==> src/sv/utm_pkg.sv <==
// Shared types, constants and helpers for the UTF-8 text width block.
`default_nettype none

package utm_pkg;

   localparam int ByteW   = 8;
   localparam int CpW     = 21;
   localparam int WidthW  = 15;
   localparam int ScaleW  = 8;
   localparam int CsrIdxW = 8;
   localparam int GlyphW  = 6;

   localparam logic [ScaleW-1:0]  SCALE_X_RESET = 8'd1;
   localparam logic [ScaleW-1:0]  SCALE_Y_RESET = 8'd1;
   localparam logic [CsrIdxW-1:0] CSR_SCALE_X   = 8'd0;
   localparam logic [CsrIdxW-1:0] CSR_SCALE_Y   = 8'd1;

   localparam logic [ByteW-1:0] END_BYTE = 8'h00;
   localparam logic [CpW-1:0]   CP_LF    = 21'h0A;
   localparam logic [CpW-1:0]   CP_CR    = 21'h0D;
   localparam logic [CpW-1:0]   CP_QMARK = 21'h3F;
   localparam logic [CpW-1:0]   CP_ASCII = 21'h80;

   localparam logic [WidthW-1:0] WIDTH_MAX = 15'h7FFF;

   typedef struct packed {
      logic [1:0]     pending;
      logic [CpW-1:0] partial;
   } dec_state_type;

   typedef struct packed {
      dec_state_type  next;
      logic           done;
      logic [CpW-1:0] cp;
   } dec_result_type;

   function automatic logic [GlyphW-1:0] glyph_size(input logic [ScaleW-1:0] scale_y);
      logic [GlyphW-1:0] g;
      if (scale_y <= 8'd1) begin
         g = 6'd12;
      end else if (scale_y == 8'd2) begin
         g = 6'd16;
      end else if (scale_y == 8'd3) begin
         g = 6'd24;
      end else begin
         g = 6'd32;
      end
      return g;
   endfunction

endpackage

`default_nettype wire

==> src/sv/utf8_text_width_measure.sv <==
// Top level: UTF-8 text width measurement with input and result registers.
//
// Usage:
//   req_ carries one string byte per transfer (req_text_byte). A zero byte
//   ends the string; it produces one transfer on rsp_ with rsp_max_width,
//   the widest line in pixels, and clears the line state. Other bytes give
//   no result.
//   csr_ writes scale_x (index 0) and scale_y (index 1); other indexes are
//   ignored. csr_ready is always high. Write only while the block is idle.
// Order: a byte is registered in the input register on acceptance and
//   processed from it; a processed end byte then loads the result register.
// Throughput: one byte per cycle unless an end byte waits on a held result,
//   set by the single decode and width update stage between the input and state registers.
// Reset: clears decode state, widths and the valid flags of both pipeline
//   registers, and sets both scales to 1.
// Stall: an end byte waits in the input register while a previous result is
//   held; req_ready drops only when both registers are full.
`default_nettype none

module utf8_text_width_measure (
   input  wire logic                         clock,
   input  wire logic                         reset,
   input  wire logic                         req_valid,
   output logic                              req_ready,
   input  wire logic [utm_pkg::ByteW-1:0]    req_text_byte,
   output logic                              rsp_valid,
   input  wire logic                         rsp_ready,
   output logic      [utm_pkg::WidthW-1:0]   rsp_max_width,
   input  wire logic                         csr_valid,
   output logic                              csr_ready,
   input  wire logic [utm_pkg::CsrIdxW-1:0]  csr_index,
   input  wire logic [utm_pkg::ScaleW-1:0]   csr_data
);

   logic                         in_valid_ff, in_valid_in;
   logic [utm_pkg::ByteW-1:0]    byte_ff;
   logic                         rsp_valid_ff, rsp_valid_in;
   logic [utm_pkg::WidthW-1:0]   width_ff;
   logic [utm_pkg::ScaleW-1:0]   scale_x_ff, scale_y_ff;
   logic [utm_pkg::WidthW-1:0]   end_width;
   logic                         is_end;
   logic                         step_en;
   logic                         req_fire;

   assign is_end    = (byte_ff == utm_pkg::END_BYTE);
   assign step_en   = in_valid_ff && (!is_end || !rsp_valid_ff || rsp_ready);
   assign req_ready = !in_valid_ff || step_en;
   assign req_fire  = req_valid && req_ready;
   assign csr_ready = 1'b1;

   assign rsp_valid     = rsp_valid_ff;
   assign rsp_max_width = width_ff;

   utm_core u_core (
      .clock     (clock),
      .reset     (reset),
      .step_en   (step_en),
      .text_byte (byte_ff),
      .scale_x   (scale_x_ff),
      .scale_y   (scale_y_ff),
      .end_width (end_width)
   );

   always_comb begin
      in_valid_in  = in_valid_ff;
      rsp_valid_in = rsp_valid_ff;
      if (step_en) begin
         in_valid_in = 1'b0;
      end
      if (req_fire) begin
         in_valid_in = 1'b1;
      end
      if (rsp_valid_ff && rsp_ready) begin
         rsp_valid_in = 1'b0;
      end
      if (step_en && is_end) begin
         rsp_valid_in = 1'b1;
      end
   end

   always_ff @(posedge clock) begin
      if (reset) begin
         in_valid_ff  <= 1'b0;
         rsp_valid_ff <= 1'b0;
         scale_x_ff   <= utm_pkg::SCALE_X_RESET;
         scale_y_ff   <= utm_pkg::SCALE_Y_RESET;
      end else begin
         in_valid_ff  <= in_valid_in;
         rsp_valid_ff <= rsp_valid_in;
         if (csr_valid && csr_ready) begin
            if (csr_index == utm_pkg::CSR_SCALE_X) begin
               scale_x_ff <= csr_data;
            end else if (csr_index == utm_pkg::CSR_SCALE_Y) begin
               scale_y_ff <= csr_data;
            end
         end
      end
   end

   always_ff @(posedge clock) begin
      if (req_fire) begin
         byte_ff <= req_text_byte;
      end
      if (step_en && is_end) begin
         width_ff <= end_width;
      end
   end

   a_ready_low: assert property (@(posedge clock) disable iff (reset)
      !req_ready |-> in_valid_ff && rsp_valid_ff && is_end)
      else $error("input stalled without a held end byte and result");

   a_hold_byte: assert property (@(posedge clock) disable iff (reset)
      in_valid_ff && !step_en |=> in_valid_ff && $stable(byte_ff))
      else $error("unprocessed byte overwritten");

   a_rsp_source: assert property (@(posedge clock) disable iff (reset)
      $rose(rsp_valid_ff) |-> $past(step_en && is_end))
      else $error("result raised without an end byte");

endmodule

`default_nettype wire

==> src/sv/utm_decode.sv <==
// UTF-8 byte decoder: one byte against the pending sequence state.
`default_nettype none

module utm_decode (
   input  wire logic [utm_pkg::ByteW-1:0] text_byte,
   input  wire utm_pkg::dec_state_type    cur,
   output utm_pkg::dec_result_type        res
);

   always_comb begin
      res.next    = cur;
      res.done    = 1'b0;
      res.cp      = '0;
      if (cur.pending == 2'd0) begin
         if (text_byte[7] == 1'b0) begin
            res.done         = 1'b1;
            res.cp           = {13'd0, text_byte};
            res.next.partial = '0;
         end else if ((text_byte & 8'hE0) == 8'hC0) begin
            res.next.partial = {16'd0, text_byte[4:0]};
            res.next.pending = 2'd1;
         end else if ((text_byte & 8'hF0) == 8'hE0) begin
            res.next.partial = {17'd0, text_byte[3:0]};
            res.next.pending = 2'd2;
         end else if ((text_byte & 8'hF8) == 8'hF0) begin
            res.next.partial = {18'd0, text_byte[2:0]};
            res.next.pending = 2'd3;
         end else begin
            res.done         = 1'b1;
            res.cp           = utm_pkg::CP_QMARK;
            res.next.partial = '0;
         end
      end else if ((text_byte & 8'hC0) != 8'h80) begin
         res.done         = 1'b1;
         res.cp           = utm_pkg::CP_QMARK;
         res.next.pending = 2'd0;
         res.next.partial = '0;
      end else begin
         res.cp           = {cur.partial[14:0], text_byte[5:0]};
         res.next.pending = cur.pending - 2'd1;
         res.done         = (cur.pending == 2'd1);
         res.next.partial = res.done ? '0 : res.cp;
      end
   end

endmodule

`default_nettype wire

==> src/sv/utm_core.sv <==
// Decode state and line width tracking, one byte per enabled cycle.
`default_nettype none

module utm_core (
   input  wire logic                        clock,
   input  wire logic                        reset,
   input  wire logic                        step_en,
   input  wire logic [utm_pkg::ByteW-1:0]   text_byte,
   input  wire logic [utm_pkg::ScaleW-1:0]  scale_x,
   input  wire logic [utm_pkg::ScaleW-1:0]  scale_y,
   output logic      [utm_pkg::WidthW-1:0]  end_width
);

   utm_pkg::dec_state_type  dec_ff, dec_in;
   utm_pkg::dec_result_type dec;
   logic [utm_pkg::WidthW-1:0] line_ff, line_in;
   logic [utm_pkg::WidthW-1:0] widest_ff, widest_in;
   logic [10:0]                ascii_add;
   logic [10:0]                add;
   logic [15:0]                sum;
   logic                       is_end;

   utm_decode u_decode (
      .text_byte (text_byte),
      .cur       (dec_ff),
      .res       (dec)
   );

   assign is_end    = (text_byte == utm_pkg::END_BYTE);
   assign end_width = (line_ff > widest_ff) ? line_ff : widest_ff;
   assign ascii_add = {1'b0, scale_x, 2'b00} + {2'b00, scale_x, 1'b0};
   assign add       = (dec.cp < utm_pkg::CP_ASCII) ? ascii_add
                                                    : {5'd0, utm_pkg::glyph_size(scale_y)};
   assign sum       = {1'b0, line_ff} + {5'd0, add};

   always_comb begin
      dec_in    = dec_ff;
      line_in   = line_ff;
      widest_in = widest_ff;
      if (step_en) begin
         if (is_end) begin
            dec_in    = '0;
            line_in   = '0;
            widest_in = '0;
         end else begin
            dec_in = dec.next;
            if (dec.done) begin
               if (dec.cp == utm_pkg::CP_LF) begin
                  widest_in = end_width;
                  line_in   = '0;
               end else if (dec.cp != utm_pkg::CP_CR) begin
                  line_in = sum[15] ? utm_pkg::WIDTH_MAX : sum[14:0];
               end
            end
         end
      end
   end

   always_ff @(posedge clock) begin
      if (reset) begin
         dec_ff    <= '0;
         line_ff   <= '0;
         widest_ff <= '0;
      end else begin
         dec_ff    <= dec_in;
         line_ff   <= line_in;
         widest_ff <= widest_in;
      end
   end

   a_end_clears: assert property (@(posedge clock) disable iff (reset)
      step_en && is_end |=> line_ff == '0 && widest_ff == '0 && dec_ff.pending == 2'd0)
      else $error("state not cleared after end of string");

   a_widest_grows: assert property (@(posedge clock) disable iff (reset)
      step_en && !is_end |=> widest_ff >= $past(widest_ff))
      else $error("widest line shrank within a string");

   a_done_idle: assert property (@(posedge clock) disable iff (reset)
      step_en && !is_end && dec.done |=> dec_ff.pending == 2'd0 && dec_ff.partial == '0)
      else $error("decoder left a sequence pending after a codepoint");

endmodule

`default_nettype wire

==> config.mk <==
export PLATFORM = sky130hd
export DESIGN_NAME = utf8_text_width_measure
export DESIGN_NICKNAME = d
export VERILOG_FILES = /design/src/sv/utm_pkg.sv /design/src/sv/utf8_text_width_measure.sv /design/src/sv/utm_decode.sv /design/src/sv/utm_core.sv
export SDC_FILE = /design/constraint.sdc
export NUM_CORES = 1
export LEC_CHECK = 0
export BUFFER_PORTS_ARGS = -buffer_cell sky130_fd_sc_hd__buf_4
export CAP_MARGIN = 20
export CORE_AREA = 2 2 113 115
export CTS_BUF_LIST = sky130_fd_sc_hd__clkbuf_16
export DETAILED_ROUTE_END_ITERATION = 12
export DIE_AREA = 0 0 115 117
export SYNTH_ARGS = -nofsm -noshare
export SYNTH_HDL_FRONTEND = slang
export SYNTH_SLANG_ARGS = --single-unit
==> constraint.sdc <==
create_clock -name clock -period 3.3 [get_ports clock]
set_clock_uncertainty 0.1 [all_clocks]
set_input_delay 0.495 -clock clock [delete_from_list [all_inputs] [get_ports clock]]
set_output_delay 0.495 -clock clock [all_outputs]
set_load 0.03 [all_outputs]
Word level (Yosys, flattened, before mapping)
Index checks and enable logic that the tools add are counted.
- register bits: 88
- input bits: 29
- output and inout bits: 18
- add/sub/neg operators: 3
- $lt $le $gt $ge: 3
- eq/ne operators: 12
- muxes and demuxes: 30
- bitwise gates (word level): 1
- reductions and logical operators: 23
- operators with widths (kind ; number):
    $mux W15 ; 9
    $mux W45 ; 2
    $mux W23 ; 3
    $mux W22 ; 3
    $mux W43 ; 1
    $eq A21 B4 Y1 const B ; 1
    $lt A21 B8 Y1 const B ; 1
    $mux W21 ; 1
    $ne A21 B4 Y1 const B ; 1
    $mux W6 ; 3
    $add A15 B11 Y16 ; 1
    $eq A8 B2 Y1 const B ; 2
    $logic_not A8 Y1 ; 2
    $gt A15 B15 Y1 ; 1
    $reduce_and A3 Y1 ; 4
    $add A10 B9 Y11 ; 1
    $mux W11 ; 1
    $eq A8 B1 Y1 const B ; 1
    $le A8 B1 Y1 const B ; 1
    $reduce_bool A2 Y1 ; 4
    $eq A5 B5 Y1 const B ; 1
    $ne A5 B2 Y1 const B ; 1
    $eq A4 B4 Y1 const B ; 1
    $logic_and A1 B1 Y1 ; 4
    other kinds (14) ; 22

Depth between registers and ports, before layout
Gate-level depths: netlist of run 1.
- word-level depth: 14
- mapped depth: 17
- depth with buffers taken out: 16

Cells and area by module
A second synthesis of run 1 with hierarchy kept.
- cell total of the unflattened synthesis: 683
- area total of the unflattened synthesis: 5665.4 um^2
- modules (own cells, without submodules) (module ; times used ; cells each ; area an instance (um^2)):
    utm_core ; 1 ; 492 ; 3614.7
    utf8_text_width_measure ; 1 ; 104 ; 1500.2
    utm_decode ; 1 ; 87 ; 550.5

Least setup slack after synthesis of run 1
No wires, ideal clock.
- path kind: reg2reg
- start: reg scale_x_ff[1] (netlist name)
- end: reg u_core.line_ff[13] (netlist name)
- setup time: 86 ps
- data arrival time: 3233 ps
- data required time: 3114 ps
- slack: -119 ps
- stages on the path, launching flop included: 17
- buffers on the path: 0
- cell sequence: dfxtp_1 > ha_1 > inv_1 > fa_1 > nor2b_1 > o21ai_0 > a21boi_0 > o21a_1 > or3_1 > a21oi_1 > ha_1 > a21o_1 > nor3_1 > a211o_1 > a21o_1 > or3_1 > a221oi_2
- word-level cells in the longest chain between the ends: 8
- RTL lines (item ; line ; text):
    from (decl) ; utf8_text_width_measure.sv:39 ; logic [utm_pkg::ScaleW-1:0] scale_x_ff, scale_y_ff;
    from (signal assigned) ; utf8_text_width_measure.sv:85 ; scale_x_ff <= utm_pkg::SCALE_X_RESET;
    from (signal assigned) ; utf8_text_width_measure.sv:92 ; scale_x_ff <= csr_data;
    $add A10 B9 Y11 ; utm_core.sv:31 ; assign ascii_add = {1'b0, scale_x, 2'b00} + {2'b00, scale_x, 1'b0};
    $mux W11 ; utm_core.sv:32 ; assign add = (dec.cp < utm_pkg::CP_ASCII) ? ascii_add
    $add A15 B11 Y16 ; utm_core.sv:34 ; assign sum = {1'b0, line_ff} + {5'd0, add};
    $mux W15 ; utm_core.sv:52 ; line_in = sum[15] ? utm_pkg::WIDTH_MAX : sum[14:0];
    $mux W15 ; utm_core.sv:51 ; end else if (dec.cp != utm_pkg::CP_CR) begin
    $mux W15 ; utm_core.sv:48 ; if (dec.cp == utm_pkg::CP_LF) begin
    $mux W15 ; utm_core.sv:47 ; if (dec.done) begin
    $mux W15 ; utm_core.sv:41 ; if (is_end) begin
    to (signal assigned) ; utm_core.sv:66 ; line_ff <= line_in;
    to (decl) ; utm_core.sv:16 ; logic [utm_pkg::WidthW-1:0] line_ff, line_in;
No other way between the ends. The select of a mux whose other input is x is not followed.
A chain may end at the register's enable or synchronous reset.

Worst setup path after layout of run 1
Ends and elaborated chain as after synthesis.

==> results.toml, run 1 <==
[grt]
grt_overflow_total = 0
grt_busiest_layer = "met2"
grt_pass1_vias = 4412
met2_usage = 0.3286
met3_usage = 0.03502
grt_max_degree = 52
grt_pass1_wl_mm = 21.08
antenna_found_initial = 0
grt.total_usage = 0.1975
gr-usage-met1 = 0.2592

[placement]
hpwl_mm = 9.159
io_buffer_count = 45
gp_congestion = 0.8649
post-place-ws_ns = -0.1328

[timing]
max_freq_mhz = 291.6
rsz0062_at_grt = "yes"
min_period_over_period = 1.039
layout_min_cycle_time_ns = 3.430
setup_viol = 4
worst_pin_slew_ns = 0.5711
relSlewSlack = 0.6193
setup_slack_ns = -0.1295
maxSlewViolCount = 0
finalHoldViolCount = 0
timing.hold.ws_ns = 0.2173

[synthesis]
syn_inst = 604
synthTopCellsByCount = "dfxtp_1, nand2_1, inv_1"
yosysMostFrequentCell = "dfxtp_1"
ys_types = 73
ys_ff_latch = 88
synth-edff-count = 23
ys.flop_type = "dfxtp_1"
ys_seq_area_frac = 0.3683
avgSynthCellArea_sq_um = 8.953
synth_top_cell_by_area = "dfxtp_1"
yosys-top-cells-area = "dfxtp_1, edfxtp_1, ha_1"
ys_warn_count = 0
synth.net_count = 672
yosysTopAreaCellShare = 0.2406
async_flop_share = 0
synth_area_sq_mm = 0.005408

[setup_path]
crit_family = "compound AO/OA/AOI/OAI gates"
crit-reg2reg-launch = "scale_x_ff[1]$_SDFFE_PP0P_"
end_kind = "flip-flop"
worst_setup_path_start_kind = "flip-flop"
cp_cell_sequence = "ha_4 -> inv_2 -> fa_2 -> nor2b_1 -> o21ai_1 -> a21boi_1 -> buf_4 -> buf_4 -> nor3_1 -> ha_1 -> o21a_1 -> a21oi_2 -> a211o_1 -> a21o_1 -> or3_1 -> a221oi_2"
critPathBufInv = 3
r2r_slack_ns = -0.13
r2r_end = "u_core.line_ff[13]$_SDFFE_PP0P_"
worstRegToRegCells = 16
slowest_delay_ns = 0.37
crit_top_cell = "buf_4"
required_ns = 3.47
crit_fanout = 4
slowest_stage = "dfxtp_4"
critPathKind = "flip-flop to flip-flop"
crit_arrival_ns = 3.60

[route]
post_drt_via_cell_ratio = 5.600
drc = 0
routed_wl_mm = 12.69
drt_iter0_drc = 239
firstDrtPassIters = 5
via_count = 4676
drt-wirelength-per-cell_um = 15.19
drtAntennaViolNets = 0

[floorplanning]
die_y_um = 117
initial_utilization = 0.4392
die_x_um = 115
ios = 47
core_area_sq_mm = 0.01231
rows = 41
dieArea_sq_mm = 0.01346

[cells_and_area]
synthToLayoutAreaGrowth_pct = 21.82
postLayoutCoreUtil = 0.5351
diodes = 0
fillerInstances = 1162
layout.nets = 749
drive_gt1_frac = 0.2453

[pwr]
ir_drop_v = 0.0001985
power_density_mw_per_mm2 = 404.2
leakagePower_nw = 2.666

[clock_network]
cts.sinks = 88
clkLatencyLatePin_ns = 0.35
cts-hold-fix-buffers = 0
cts_max_level = 3
clkTransAtPathRegs_ns = 0.06
root_buffer = "clkbuf_16"
cts_made_buffers = 9
clk_path_buf_depth = 2
cts_tree = "built"

[worst_hold_path]
hold_class = "primary input to flip-flop"
holdPathStages = 1
min-delay-start = "req_text_byte[3]"
holdPathEnd = "byte_ff[3]$_DFFE_PP_"

[outcome]
status = "finished, violations left"
failed_checks = "setup timing"

[job]
maxCapViolCount = 0
where the power goes:
group	switching [mW]	internal, mW	leakage, nW	total (mW)
clock network	0.408	0.649	0.152	1.06
logic	0.216	0.170	1.77	0.386
registers	0.0510	1.17	0.744	1.22
layout make-up:
type                            instances  area (sq um)  share of cell area
Clock buffer                            9         225.2             0.03419
Clock inverter                          6         76.32             0.01159
Inverter                               51         191.4             0.02906
Multi-Input combinational cell        434          3181              0.4828
Sequential cell                        88          1998              0.3033
Tap cell                              150         187.7             0.02849
Timing Repair Buffer                   97         728.2              0.1105
registers in the layout (all words and copies together), names as in the netlist:
register / flops
rsp_max_width: 15
byte_ff: 8
scale_y_ff: 8
u_core.line_ff: 15
in_valid_ff: 1
u_core.dec_ff: 17
rsp_valid: 1
scale_x_ff: 8
u_core.widest_ff: 15
layer usage:
layer | up-vias | wire, um
met4 | 0 | 174
met3 | 10 | 507
li1 | 2352 | -
met2 | 94 | 5960
met1 | 2220 | 6044
met5 | - | 0
through the flow:
stage / cell area [sq um] / TNS, ns / std cells / power (mW)
floorplan: 5428 / 0 / 604 / 1.512
finish: 6588 / -0.1983 / 835 / 2.662
detailed placement: 6153 / -0.7503 / 814 / 1.625
global route: 6588 / -2.341 / 835 / 2.790
global placement: 6153 / -0.1646 / 814 / 1.611
CTS: 6521 / -0.07737 / 831 / 2.691
layout by cell type, fill, tap and decap left out, types with 5 or more instances in the layout:
cell type / n
and2_1: 5
nor2b_1: 5
or3_1: 5
nor3_1: 8
a31oi_1: 16
clkbuf_16: 9
o221ai_1: 5
o2bb2ai_1: 9
a21oi_2: 13
ha_1: 36
xnor2_1: 6
nand2_1: 54
mux2i_1: 15
buf_4: 97
nor3b_1: 15
dfxtp_1: 62
o221ai_2: 10
nand3_1: 36
edfxtp_1: 23
nand4_1: 6
nor2_1: 41
o21ai_0: 24
a21oi_1: 32
o21a_1: 6
inv_1: 51
timing repair:
action,CTS,global route
pin swaps,7,5
setup buffers,2,4
gates resized for setup,16,9
endpoints found under the setup margin,15,15
endpoints found under the hold margin,0,0
gates cloned,0,0
cell families (layout without fill, tap and decap cells):
logic type | Yosys count | in the layout | share of synthesized area
and+or+nand+nor | 205 | 205 | 0.1990
AOI/OAI and AO/OA | 164 | 164 | 0.2323
buffers and inverters | 82 | 163 | 0.06224
xor gates and xnor gates | 9 | 9 | 0.01458
DFF | 88 | 88 | 0.3683
adders and majority gates | 39 | 39 | 0.09301
muxes | 16 | 16 | 0.02985
other | 1 | 1 | 0.0006935
worst max-delay path by stage:
stage                                    from                         endpoint  slack [ns]  cells after the start
2_1_floorplan  u_core.dec_ff[21]$_SDFFE_PP0P_  u_core.line_ff[13]$_SDFFE_PP0P_       0.009                     13
3_3_place_gp       scale_x_ff[1]$_SDFFE_PP0P_  u_core.line_ff[13]$_SDFFE_PP0P_       -0.06                     16
3_5_place_dp       scale_x_ff[1]$_SDFFE_PP0P_  u_core.line_ff[13]$_SDFFE_PP0P_       -0.13                     16
4_1_cts            scale_x_ff[1]$_SDFFE_PP0P_  u_core.line_ff[13]$_SDFFE_PP0P_       -0.08                     16
5_1_grt            scale_x_ff[1]$_SDFFE_PP0P_  u_core.line_ff[13]$_SDFFE_PP0P_       -0.30                     16
6_report           scale_x_ff[1]$_SDFFE_PP0P_  u_core.line_ff[13]$_SDFFE_PP0P_       -0.13                     16
Note: power is estimated with default switching activity, not from simulation.
==> run 2: changes to the inputs <==
BUFFER_PORTS_ARGS = default   (was -buffer_cell sky130_fd_sc_hd__buf_4)
CORE_AREA = 4 4 110 122   (was 2 2 113 115)
DIE_AREA = 0 0 114 126   (was 0 0 115 117)
DONT_BUFFER_PORTS = 1   (was default)
==> run 2 against run 1 <==
Effect of this change: sequential power is essentially flat; sequential share of layout area grew 0.33 points; the run still ends with setup timing left; critical endpoint unchanged; hold slack lost 0.10 ns; die area grew 6.8%; register-to-register slack gained 0.02 ns; fmax grew 0.67%; largest power group unchanged.
==> results.toml, run 2 (same netlist as run 1, synthesis figures left out) <==
[cells_and_area]
final_common_cell = "dfxtp_1"
diodes = 0
synthToLayoutAreaGrowth_pct = 20.57
final_cell_area_sq_mm = 0.006520
top_register = "u_core.dec_ff"
drive_gt1_frac = 0.2446
postLayoutCoreUtil = 0.5394
layout.nets = 713
final_cell_mix = "dfxtp_1, buf_4, nand2_1"
largest_register_ffs = 17

[grt]
grt_pass1_wl_mm = 22.74
grt_overflow_total = 0
grt.total_usage = 0.1951
grt_pass1_vias = 4639
antenna_found_initial = 0
grt_max_degree = 52

[placement]
io_buffer_count = 0
place_area_sq_mm = 0.005858
post-place-ws_ns = -0.1742
hpwl_mm = 9.845
gp_congestion = 0.9008

[timing]
finalHoldViolCount = 0
max_freq_mhz = 293.5
layout_min_cycle_time_ns = 3.407
setup_slack_ns = -0.1066
relSlewSlack = 0.6295
maxSlewViolCount = 0
tns_ns = -0.1066
min_period_over_period = 1.032
worst_pin_slew_ns = 0.5541
rsz0062_at_grt = "yes"
setup_viol = 1

[route]
post_drt_via_cell_ratio = 5.801
drt_iter0_drc = 240
firstDrtPassIters = 5
wl_met2_mm = 7.004
via_count = 4664
drc = 0
wl_met3_um = 470
drt-wirelength-per-cell_um = 17.19
highest_layer = "met4"
drtAntennaViolNets = 0
routed_wl_mm = 13.82
wl_met1_mm = 6.016

[clock_network]
cts_made_buffers = 9
root_buffer = "clkbuf_16"
cts_tree = "built"
cts.sinks = 88
clk_path_buf_depth = 2
clkLatencyLatePin_ns = 0.36
clkTransAtPathRegs_ns = 0.07
cts_max_level = 3
cts-hold-fix-buffers = 0

[pwr]
combinationalPowerShare = 0.131
pwr-share-clk = 0.435
power_switching_share = 0.2600
pwr-share-seq = 0.435
power.switching_mw = 0.7289
leakagePower_nw = 2.553
p_int_mw = 2.074
power_density_mw_per_mm2 = 429.9
ir_drop_v = 0.0002377

[floorplanning]
rows = 42
initial_utilization = 0.4474
die_x_um = 114
dieArea_sq_mm = 0.01436
core_area_sq_mm = 0.01209
ios = 47
die_y_um = 126

[setup_path]
crit_fanout = 4
slowest_stage = "dfxtp_4"
critPathKind = "flip-flop to flip-flop"
slowest_delay_ns = 0.37
end_kind = "flip-flop"
cp_cell_sequence = "ha_4 -> inv_2 -> fa_2 -> nor2b_2 -> o21ai_2 -> a21boi_2 -> o21a_1 -> or3_1 -> a21oi_2 -> ha_1 -> a21o_1 -> a21oi_2 -> a211o_1 -> a21o_1 -> or3_1 -> a221oi_2"
crit_family = "compound AO/OA/AOI/OAI gates"
crit_arrival_ns = 3.57
required_ns = 3.47
worst_setup_path_start_kind = "flip-flop"
critPathBufInv = 1

[outcome]
failed_checks = "setup timing"
status = "finished, violations left"

[worst_hold_path]
hold_class = "primary input to flip-flop"

[job]
maxCapViolCount = 0
## run 2: cell count changes in the layout (fill, tap and decap cells not counted), moves of 3 or more
cell	delta
nor2_4	+4
nor2_2	+3
a21oi_1	-3
a21oi_2	+3
buf_4	-39
buf_6	+3
nor2_1	-7
## run 2: routing by layer
metal  GRT usage  vias to the layer above
met5           0                        -
met4     0.09434                        0
met3     0.02927                       20
met2      0.3315                       85
met1      0.2398                     2271
li1            -                     2288
## run 2: power groups by stage
stage	Sequential, mW	Combinational (mW)	Clock (mW)
floorplan	1.23	0.286	0
global placement	1.24	0.338	0
detailed placement	1.24	0.351	0
CTS	1.22	0.355	1.24
global route	1.23	0.410	1.28
finish	1.22	0.366	1.22
## run 2: timing repair
action	CTS	global route
buffers inserted	4	7
cloned	1	0
resized for setup	22	39
pin swaps	10	25
endpoints found under the setup margin	15	15
## run 2: worst register-to-register path, cell delays in order (launching register included)
cell and delay [ns]:
dfxtp_4 0.37, ha_4 0.13, inv_2 0.03, fa_2 0.34, nor2b_2 0.15, o21ai_2 0.08, a21boi_2 0.15, o21a_1 0.15
or3_1 0.12, a21oi_2 0.05, ha_1 0.32, a21o_1 0.17, a21oi_2 0.05, a211o_1 0.32, a21o_1 0.20, or3_1 0.33
a221oi_2 0.26
## run 2: cell type report
type | instances | area (sq um)
multi-input combinational | 434 | 3314
timing repair buffer | 61 | 469.2
tap | 154 | 192.7
sequential | 88 | 1999
clock buffer | 9 | 225.2
fill | 1089 | 5567
inverter | 51 | 191.4
clock inverter | 7 | 127.6
## run 2: path summary, 6_finish.rpt
check / start / endpoint / slack [ns] / cells past startpoint
max: scale_x_ff[1]$_SDFFE_PP0P_ / u_core.line_ff[13]$_SDFFE_PP0P_ / -0.11 / 16
min: reset / u_core.dec_ff[2]$_SDFFE_PP0P_ / 0.12 / 1
max reg2reg: scale_x_ff[1]$_SDFFE_PP0P_ / u_core.line_ff[13]$_SDFFE_PP0P_ / -0.11 / 16
min reg2reg: u_core.dec_ff[2]$_SDFFE_PP0P_ / u_core.dec_ff[2]$_SDFFE_PP0P_ / 0.38 / 2
## run 2: stage by stage
step	hold slack [ns]	total power [mW]	cells
floorplan	0.3263	1.512	604
finish	0.1168	2.803	804
global route	0.1066	2.913	804
detailed placement	0.3608	1.593	778
CTS	0.09715	2.807	799
global placement	0.3434	1.577	778
